## src/design/rppid_pkg.sv

```systemverilog
package rppid_pkg;

  localparam int MAX_STAGES = 5;
  localparam int TEMP_BITS  = 12;
  localparam int SP_BITS    = 12;
  localparam int RAW_BITS   = 16;
  localparam int TEMP_LSB   = 3;
  localparam int GAIN_BITS  = 16;
  localparam int STAGE_BITS = 3;
  localparam int SETPT_BITS = SP_BITS * MAX_STAGES;
  localparam int ERR_BITS   = SP_BITS + 1;
  localparam int INTEG_BITS = 48;
  localparam int CFG_IDX_BITS  = 3;
  localparam int CFG_DATA_BITS = 60;
  localparam int OUT_DATA_BITS = 24;

  typedef enum logic [1:0] {
    CMD_SAMPLE = 2'd0,
    CMD_START  = 2'd1,
    CMD_STOP   = 2'd2
  } cmd_t;

  typedef enum logic [CFG_IDX_BITS-1:0] {
    REG_PROP_GAIN   = 3'd0,
    REG_INTEG_GAIN  = 3'd1,
    REG_DERIV_GAIN  = 3'd2,
    REG_SETPOINTS   = 3'd3,
    REG_STAGE_COUNT = 3'd4,
    REG_START_LIMIT = 3'd5
  } reg_idx_t;

  localparam logic [GAIN_BITS-1:0]  RST_PROP_GAIN   = 16'd33;
  localparam logic [GAIN_BITS-1:0]  RST_INTEG_GAIN  = 16'd7;
  localparam logic [GAIN_BITS-1:0]  RST_DERIV_GAIN  = 16'd66;
  localparam logic [SETPT_BITS-1:0] RST_SETPOINTS   = 60'd191467592754757992;
  localparam logic [STAGE_BITS-1:0] RST_STAGE_COUNT = 3'd5;
  localparam logic [TEMP_BITS-1:0]  RST_START_LIMIT = 12'd400;

  localparam logic signed [INTEG_BITS-1:0] INTEG_MAX = {1'b0, {(INTEG_BITS-1){1'b1}}};
  localparam logic signed [INTEG_BITS-1:0] INTEG_MIN = {1'b1, {(INTEG_BITS-1){1'b0}}};

  typedef struct packed {
    logic [GAIN_BITS-1:0]  prop_gain;
    logic [GAIN_BITS-1:0]  integ_gain;
    logic [GAIN_BITS-1:0]  deriv_gain;
    logic [SETPT_BITS-1:0] stage_setpoints;
    logic [STAGE_BITS-1:0] stage_count;
    logic [TEMP_BITS-1:0]  start_limit;
  } cfg_t;

  typedef struct packed {
    logic [TEMP_BITS-1:0]  temperature;
    logic                  start_refused;
    logic                  profile_done;
    logic [STAGE_BITS-1:0] stage;
    logic                  running;
    logic                  heater_on;
  } result_t;

endpackage

```

## src/design/reflow_profile_pid_heater.sv

```systemverilog
// channel  direction  handshake           payload
// in_      slave      in_tvalid/tready    tuser command, tdata raw converter word
// out_     master     out_tvalid/tready   tdata status and temperature, tlast profile done
// cfg_     slave      cfg_valid/ready     cfg_index register, cfg_data value
//
// one request per cycle sustained while out_tready stays high; a result passes
// through the input register, the pid step and the result register, in that order
// the result register frees the input side while a finished result waits
// rst_n is synchronous active low; all handshakes are held off during reset
// a stalled out_tready backs up into in_tready only once both registers hold data
module reflow_profile_pid_heater
  import rppid_pkg::*;
(
  input  logic                     clk,
  input  logic                     rst_n,
  // request channel
  input  logic                     in_tvalid,
  output logic                     in_tready,
  input  logic [1:0]               in_tuser,   // [1:0] command
  input  logic [RAW_BITS-1:0]      in_tdata,   // [15:0] raw_sample
  // result channel
  output logic                     out_tvalid,
  input  logic                     out_tready,
  // [0] heater_on, [1] running, [4:2] stage, [5] start_refused,
  // [17:6] temperature, [23:18] zero
  output logic [OUT_DATA_BITS-1:0] out_tdata,
  output logic                     out_tlast,  // profile_done
  // configuration write channel
  input  logic                     cfg_valid,
  output logic                     cfg_ready,
  input  logic [CFG_IDX_BITS-1:0]  cfg_index,
  input  logic [CFG_DATA_BITS-1:0] cfg_data
);

  // heater, running, stage, refused and temperature bits in tdata
  localparam int TDATA_USED = TEMP_BITS + STAGE_BITS + 3;

  cfg_t    cfg;
  result_t res;

  // input register
  logic                in_vld_r;
  logic [1:0]          in_cmd_r;
  logic [RAW_BITS-1:0] in_raw_r;

  // result register
  logic                out_vld_r;
  result_t             out_res_r;

  logic advance;   // the held request is processed and moves to the result register
  logic in_take;

  assign advance   = in_vld_r && (!out_vld_r || out_tready);
  assign in_tready = rst_n && (!in_vld_r || advance);
  assign in_take   = in_tvalid && in_tready;

  rppid_cfg u_cfg (
    .clk       (clk),
    .rst_n     (rst_n),
    .cfg_valid (cfg_valid),
    .cfg_ready (cfg_ready),
    .cfg_index (cfg_index),
    .cfg_data  (cfg_data),
    .cfg       (cfg)
  );

  // pid step; state registers update when the request moves on
  rppid_core u_core (
    .clk     (clk),
    .rst_n   (rst_n),
    .step_en (advance),
    .cmd     (in_cmd_r),
    .raw     (in_raw_r),
    .cfg     (cfg),
    .res     (res)
  );

  always_ff @(posedge clk) begin
    if (!rst_n) begin
      in_vld_r <= 1'b0;
    end else if (in_take) begin
      in_vld_r <= 1'b1;
    end else if (advance) begin
      in_vld_r <= 1'b0;
    end
  end

  // payload, no reset needed
  always_ff @(posedge clk) begin
    if (in_take) begin
      in_cmd_r <= in_tuser;
      in_raw_r <= in_tdata;
    end
  end

  always_ff @(posedge clk) begin
    if (!rst_n) begin
      out_vld_r <= 1'b0;
    end else if (advance) begin
      out_vld_r <= 1'b1;
    end else if (out_tready) begin
      out_vld_r <= 1'b0;
    end
  end

  always_ff @(posedge clk) begin
    if (advance) begin
      out_res_r <= res;
    end
  end

  assign out_tvalid = out_vld_r;
  assign out_tlast  = out_res_r.profile_done;
  assign out_tdata  = {{(OUT_DATA_BITS-TDATA_USED){1'b0}}, out_res_r.temperature,
                       out_res_r.start_refused, out_res_r.stage, out_res_r.running,
                       out_res_r.heater_on};

endmodule

```

## src/design/rppid_cfg.sv

```systemverilog
module rppid_cfg
  import rppid_pkg::*;
(
  input  logic                     clk,
  input  logic                     rst_n,
  input  logic                     cfg_valid,
  output logic                     cfg_ready,
  input  logic [CFG_IDX_BITS-1:0]  cfg_index,
  input  logic [CFG_DATA_BITS-1:0] cfg_data,
  output cfg_t                     cfg
);

  cfg_t cfg_r;
  logic ready_r;
  logic wr_en;

  assign wr_en     = cfg_valid && ready_r;
  assign cfg_ready = ready_r;
  assign cfg       = cfg_r;

  always_ff @(posedge clk) begin
    if (!rst_n) begin
      ready_r               <= 1'b0;
      cfg_r.prop_gain       <= RST_PROP_GAIN;
      cfg_r.integ_gain      <= RST_INTEG_GAIN;
      cfg_r.deriv_gain      <= RST_DERIV_GAIN;
      cfg_r.stage_setpoints <= RST_SETPOINTS;
      cfg_r.stage_count     <= RST_STAGE_COUNT;
      cfg_r.start_limit     <= RST_START_LIMIT;
    end else begin
      ready_r <= 1'b1;
      if (wr_en) begin
        unique case (cfg_index)
          REG_PROP_GAIN:   cfg_r.prop_gain       <= cfg_data[GAIN_BITS-1:0];
          REG_INTEG_GAIN:  cfg_r.integ_gain      <= cfg_data[GAIN_BITS-1:0];
          REG_DERIV_GAIN:  cfg_r.deriv_gain      <= cfg_data[GAIN_BITS-1:0];
          REG_SETPOINTS:   cfg_r.stage_setpoints <= cfg_data[SETPT_BITS-1:0];
          REG_STAGE_COUNT: cfg_r.stage_count     <= cfg_data[STAGE_BITS-1:0];
          REG_START_LIMIT: cfg_r.start_limit     <= cfg_data[TEMP_BITS-1:0];
          default: ;  // unmapped index, dropped
        endcase
      end
    end
  end

endmodule

```

## src/design/rppid_core.sv

```systemverilog
module rppid_core
  import rppid_pkg::*;
(
  input  logic                clk,
  input  logic                rst_n,
  input  logic                step_en,
  input  logic [1:0]          cmd,
  input  logic [RAW_BITS-1:0] raw,
  input  cfg_t                cfg,
  output result_t             res
);

  localparam int PROD_BITS = GAIN_BITS + ERR_BITS + 1;

  logic                         active_r, active_nxt;
  logic [STAGE_BITS-1:0]        stage_r, stage_nxt;
  logic signed [INTEG_BITS-1:0] integ_r, integ_nxt;
  logic signed [ERR_BITS-1:0]   prev_err_r, prev_err_nxt;
  logic                         heater_r, heater_nxt;

  logic [TEMP_BITS-1:0]         temp;
  logic [STAGE_BITS-1:0]        n_use;
  logic [STAGE_BITS-1:0]        stage_inc;
  logic [SP_BITS-1:0]           sp;
  logic signed [ERR_BITS-1:0]   err;
  logic signed [ERR_BITS:0]     derr;
  logic signed [GAIN_BITS+ERR_BITS:0]   p_term;
  logic signed [GAIN_BITS+ERR_BITS:0]   i_inc;
  logic signed [GAIN_BITS+ERR_BITS+1:0] d_term;
  logic signed [INTEG_BITS:0]   s_wide;
  logic signed [INTEG_BITS-1:0] s_sat;
  logic signed [INTEG_BITS+1:0] total;
  logic                         sum_pos;
  logic                         done;
  logic                         refused;

  assign temp      = raw[TEMP_LSB +: TEMP_BITS];
  assign n_use     = (cfg.stage_count > STAGE_BITS'(MAX_STAGES)) ?
                     STAGE_BITS'(MAX_STAGES) : cfg.stage_count;
  assign stage_inc = stage_r + STAGE_BITS'(1);

  // setpoint of the current stage
  always_comb begin
    sp = '0;
    for (int k = 0; k < MAX_STAGES; k++) begin
      if (stage_r == STAGE_BITS'(k)) begin
        sp = cfg.stage_setpoints[k*SP_BITS +: SP_BITS];
      end
    end
  end

  // error terms and the control sum as signed integer counts
  always_comb begin
    err    = $signed({1'b0, sp}) - $signed({1'b0, temp});
    derr   = $signed({prev_err_r[ERR_BITS-1], prev_err_r}) - $signed({err[ERR_BITS-1], err});
    p_term = PROD_BITS'($signed({1'b0, cfg.prop_gain})) * PROD_BITS'(err);
    i_inc  = PROD_BITS'($signed({1'b0, cfg.integ_gain})) * PROD_BITS'(err);
    d_term = (PROD_BITS+1)'($signed({1'b0, cfg.deriv_gain})) * (PROD_BITS+1)'(derr);
    s_wide = (INTEG_BITS+1)'(integ_r) + (INTEG_BITS+1)'(i_inc);
    if (s_wide[INTEG_BITS] != s_wide[INTEG_BITS-1]) begin
      s_sat = s_wide[INTEG_BITS] ? INTEG_MIN : INTEG_MAX;
    end else begin
      s_sat = s_wide[INTEG_BITS-1:0];
    end
    total   = (INTEG_BITS+2)'(p_term) + (INTEG_BITS+2)'(s_sat) + (INTEG_BITS+2)'(d_term);
    sum_pos = !total[INTEG_BITS+1] && (|total);
  end

  always_comb begin
    active_nxt   = active_r;
    stage_nxt    = stage_r;
    integ_nxt    = integ_r;
    prev_err_nxt = prev_err_r;
    heater_nxt   = heater_r;
    done         = 1'b0;
    refused      = 1'b0;
    case (cmd)
      CMD_START: begin
        if (temp > cfg.start_limit) begin
          refused = 1'b1;
        end else begin
          stage_nxt    = '0;
          integ_nxt    = '0;
          prev_err_nxt = '0;
          active_nxt   = 1'b1;
          if (n_use == '0) begin
            heater_nxt = 1'b0;
            active_nxt = 1'b0;
            done       = 1'b1;
          end
        end
      end
      CMD_STOP: begin
        heater_nxt = 1'b0;
        active_nxt = 1'b0;
      end
      CMD_SAMPLE: begin
        if (active_r) begin
          if (stage_r >= n_use) begin
            heater_nxt = 1'b0;
            active_nxt = 1'b0;
            done       = 1'b1;
          end else begin
            integ_nxt    = s_sat;
            heater_nxt   = sum_pos;
            prev_err_nxt = err;
            if (err[ERR_BITS-1] || (err == '0)) begin
              stage_nxt    = stage_inc;
              integ_nxt    = '0;
              prev_err_nxt = '0;
              if (stage_inc >= n_use) begin
                heater_nxt = 1'b0;
                active_nxt = 1'b0;
                done       = 1'b1;
              end
            end
          end
        end
      end
      default: ;  // unused command, state kept
    endcase
  end

  always_comb begin
    res.heater_on     = heater_nxt;
    res.running       = active_nxt;
    res.stage         = stage_nxt;
    res.profile_done  = done;
    res.start_refused = refused;
    res.temperature   = temp;
  end

  always_ff @(posedge clk) begin
    if (!rst_n) begin
      active_r   <= 1'b0;
      stage_r    <= '0;
      integ_r    <= '0;
      prev_err_r <= '0;
      heater_r   <= 1'b0;
    end else if (step_en) begin
      active_r   <= active_nxt;
      stage_r    <= stage_nxt;
      integ_r    <= integ_nxt;
      prev_err_r <= prev_err_nxt;
      heater_r   <= heater_nxt;
    end
  end

endmodule

```

## config.mk

```make
export PLATFORM = sky130hd
export DESIGN_NAME = reflow_profile_pid_heater
export DESIGN_NICKNAME = d
export VERILOG_FILES = /design/src/design/rppid_pkg.sv /design/src/design/reflow_profile_pid_heater.sv /design/src/design/rppid_cfg.sv /design/src/design/rppid_core.sv
export SDC_FILE = /design/constraint.sdc
export NUM_CORES = 2
export LEC_CHECK = 0
export ABC_AREA = 1
export ABC_CLOCK_PERIOD_IN_PS = 16400
export BUFFER_PORTS_ARGS = -buffer_cell sky130_fd_sc_hd__buf_2
export CORE_ASPECT_RATIO = 0.6
export CORE_MARGIN = 2
export CORE_UTILIZATION = 65
export DETAILED_ROUTE_END_ITERATION = 10
export GPL_TIMING_DRIVEN = 1
export PLACE_DENSITY_LB_ADDON = 0.15
export RECOVER_POWER = 100
export SETUP_SLACK_MARGIN = 0.3
export SLEW_MARGIN = 20
export SYNTH_ARGS = -nofsm -noshare
export SYNTH_HDL_FRONTEND = slang
export SYNTH_SLANG_ARGS = --single-unit
```

## constraint.sdc

```tcl
create_clock -name clk -period 16.4 [get_ports clk]
set_clock_uncertainty 0.2 [all_clocks]
set_input_delay 3.28 -clock clk [delete_from_list [all_inputs] [get_ports clk]]
set_output_delay 3.28 -clock clk [all_outputs]
set_load 0.01 [all_outputs]
```

==> impl_summary.txt <==
----------------------------------------------------
[Logic synthesis]
  Number of warnings reported in the yosys synthesis log ... 0
  Count of state elements after synthesis ... 225
  Yosys top cell by area ... sky130_fd_sc_hd__fa_1
  Post-synth cell types ... 48
  Top flip-flop cell by instance count after synthesis ... sky130_fd_sc_hd__dfxtp_1
  Synth area leaders ... sky130_fd_sc_hd__fa_1, sky130_fd_sc_hd__ha_1, sky130_fd_sc_hd__nand2_1, sky130_fd_sc_hd__inv_1, sky130_fd_sc_hd__dfxtp_1
  Number of instances in the synthesized netlist ... 5209
  Share of synthesized area occupied by flip-flops and latches ... 12.4%
  Per-instance average area after synthesis ... 7.49 µm²
  Ys async rst share ... 0%
  Area share of the leading cell type in the synthesized netlist ... 30.5%
  Cell area after synthesis ... 0.0390 mm²
  Post-synth EDFFs ... 33

[STA]
  Fin. max-slew vios ... 371
  Slew at the pin closest to its max-slew limit ... 4890 ps
  Post-route setup TNS ... 0 ps
  Crit share post-route ... 94.4%
  Min Tclk post-route ... 15490 ps
  Final number of hold-violating endpoints ... 0
  Setup repair after global routing missed its margin ... false
  Worst slew margin relative to its limit ... -226%
  Number of endpoints failing setup at the final stage ... 0
  Peak Freq ... 0.0646 GHz

[CTS]
  Bufs on Longest Clock Path ... 3
  Clock slew seen by the registers of the worst setup and hold paths ... 70 ps
  Clock tree from TritonCTS ... yes
  Hold buffer count at CTS ... 0
  CTS Root Buffer Type ... sky130_fd_sc_hd__clkbuf_16
  Latest clock arrival within the worst-skew pair ... 610 ps
  Number of buffers added by the clock tree synthesis step ... 26
  CTS sink count ... 225
  Number of H-tree levels ... 1

[Global routing]
  Total grt overflow ... 0
  Global-route usage over all layers ... 38.4%
  First-pass GRT wire length ... 184 mm
  Number of global-route vias before repair ... 32900
  Largest net degree at the start of global routing ... 97
  Antenna violations before repair ... 5

[Floorplan]
  Initial core utilization ... 65.9%
  Chip width ... 320 µm
  I/O pin total ... 114
  Die boundary height ... 194 µm
  Core area ... 0.0592 mm²
  Area of the die ... 0.0621 mm²
  Number of core rows ... 69

[Route]
  Vias after detailed routing ... 34400
  Number of detailed-route iterations in the first pass ... 6
  WL per Instance ... 19.6 µm
  Total wire length ... 119 mm
  Ratio of routed vias to standard cells ... 5.66
  Antenna-violating nets left ... 0
  Initial DRC Count ... 3876
  Post-route DRC violation count ... 0

[Setup path]
  Kind of end point of the critical path ... flip-flop
  Worst Setup Start Kind ... flip-flop
  Crit-path slowest cell ... sky130_fd_sc_hd__fa_1
  Largest driver fanout on the critical path ... 16
  Data required time at the worst endpoint ... 16550 ps
  Origin of the worst setup path ... u_core.stage_r[0]
  Most used cell, CP ... sky130_fd_sc_hd__nand2_1
  Arrival @ worst endpoint ... 15640 ps
  Critical path class ... reg -> reg
  Slowest stage delay, CP ... 560 ps
  R2R Path Start ... u_core.stage_r[0]

[Cells and area]
  Area Overhead vs Synth ... 6.46%
  Layout cells sized above 1 ... 5.27%
  Final instance count without filler cells ... 6075
  Final design area excluding fillers ... 0.0415 mm²
  Filler Cell Count ... 5009
  Diode insertion count for antenna repair ... 0
  Number of nets in the layout ... 6432
  Final Core Density ... 70.1%

[Hold path]
  Start point of the worst hold path ... u_cfg.cfg[10]
  Type of the most critical hold path ... reg -> reg

[Placed design]
  Routability cong. ... 1.00
  Placed wire-length estimate ... 97.5 mm
  Placed Cells incl. Taps ... 6011
  Placed instance area ... 0.0405 mm²
  Port-buffer cells ... 103

[Status]
  Failing checks ... max-capacitance violations, max-slew violations
  Run status ... complete, but fails checks

[Job]
  Number of max-cap violations ... 6

----------------------------------------------------
## cell families after synthesis
family	count (synthesis)	synth area share [%]
and+or+nand+nor	2039	20.7
buffers and inverters	1323	12.9
adders and majority gates	1072	45.8
AOI/OAI and AO/OA	520	7.54
DFF	225	12.4
xor gates and xnor gates	29	0.670
other	1	0.00961
## path summary, 6_finish.rpt
kind,endpoint,slack [ps],cells past startpoint
hold / removal,u_cfg.cfg[10],260,2
setup reg to reg,out_tdata[0],910,69
hold reg to reg,u_cfg.cfg[10],260,2
setup / recovery,out_tdata[0],910,69
## final cells by class
cell class / instances / area [µm²] / share of cell area (%)
tap: 781 / 977 / 2.35
timing repair buffer: 200 / 1230 / 2.96
clock inverter: 19 / 198 / 0.476
timing repair inverter: 2 / 15.0 / 0.0361
multi-input combinational: 3666 / 29300 / 70.4
inverter: 1153 / 4350 / 10.5
sequential: 225 / 4830 / 11.6
clock buffer: 29 / 672 / 1.62
## cell usage after synthesis (all sizes together), types with 3 or more instances
| library cell | instances |
|---|---|
| nand2 | 1242 |
| inv | 1144 |
| fa | 594 |
| nor2 | 546 |
| ha | 478 |
| a21oi | 206 |
| dfxtp | 192 |
| o21ai | 173 |
| nand3 | 163 |
| clkbuf | 144 |
| edfxtp | 33 |
| a22oi | 31 |
| or2 | 29 |
| buf | 26 |
| nand4 | 25 |
| a31oi | 24 |
| o211ai | 23 |
| o21bai | 21 |
| xor2 | 18 |
| nor3 | 16 |
| a21o | 13 |
| nand3b | 12 |
| xnor2 | 11 |
| a21boi | 10 |
| clkinv | 9 |
| o31ai | 5 |
| nor4 | 4 |
| o21a | 4 |
| a31o | 3 |
| o22ai | 3 |
## worst max-delay path, delay by kind of cell, from the launching register on
kind            cells  cell delay (ps)
fa+ha+maj          16             7010
simple gates       25             3380
buf+inv            18             2280
compound gates      9             1640
flops               1              430
xor+xnor            1              210
## timing repair
action,CTS,global route
buffers inserted,0,14
gates resized for setup,0,40
endpoints found under the hold margin,0,0
setup endpoints to repair,0,2
## flip-flops by register name, indices dropped and copies added (netlist names)
| register | cells |
|---|---|
| in_cmd_r | 2 |
| in_raw_r | 12 |
| in_vld_r | 1 |
| out_tdata | 18 |
| out_tlast | 1 |
| out_tvalid | 1 |
| u_cfg.cfg | 123 |
| u_cfg.cfg_ready | 1 |
| u_core.active_r | 1 |
| u_core.heater_r | 1 |
| u_core.integ_r | 48 |
| u_core.prev_err_r | 13 |
| u_core.stage_r | 3 |
## layer usage
metal	part of all wire (%)	up-vias	global-route usage (%)	wire (µm)
li1	-	15900	-	-
met1	43	16400	58.0	50700
met2	40	1934	52.9	47100
met3	15	225	12.0	17800
met4	3.0	2	10.5	3550
met5	0.0059	-	0	7
## layout by cell type, fill, tap and decap left out, types with 13 or more instances in the layout
cell,count
sky130_fd_sc_hd__a21o_1,13
sky130_fd_sc_hd__a21oi_1,202
sky130_fd_sc_hd__a22oi_1,31
sky130_fd_sc_hd__a31oi_1,23
sky130_fd_sc_hd__buf_2,81
sky130_fd_sc_hd__buf_4,81
sky130_fd_sc_hd__clkbuf_1,32
sky130_fd_sc_hd__clkbuf_16,26
sky130_fd_sc_hd__dfxtp_1,192
sky130_fd_sc_hd__edfxtp_1,33
sky130_fd_sc_hd__fa_1,594
sky130_fd_sc_hd__ha_1,474
sky130_fd_sc_hd__inv_1,1136
sky130_fd_sc_hd__nand2_1,1236
sky130_fd_sc_hd__nand3_1,162
sky130_fd_sc_hd__nand4_1,25
sky130_fd_sc_hd__nor2_1,544
sky130_fd_sc_hd__nor3_1,15
sky130_fd_sc_hd__o211ai_1,23
sky130_fd_sc_hd__o21ai_0,165
sky130_fd_sc_hd__o21bai_1,20
sky130_fd_sc_hd__or2_2,26
sky130_fd_sc_hd__xor2_1,17
## metrics by stage
stage	setup slack, ps	hold WS [ps]
4_1_cts	766	261
3_3_place_gp	955	241
2_1_floorplan	2710	225
6_report	911	262
3_5_place_dp	791	252
5_1_grt	156	282
Power is left out: the tool's default activity adds up to more than one toggle a clock period on the data nets, which glitch-free logic cannot reach.
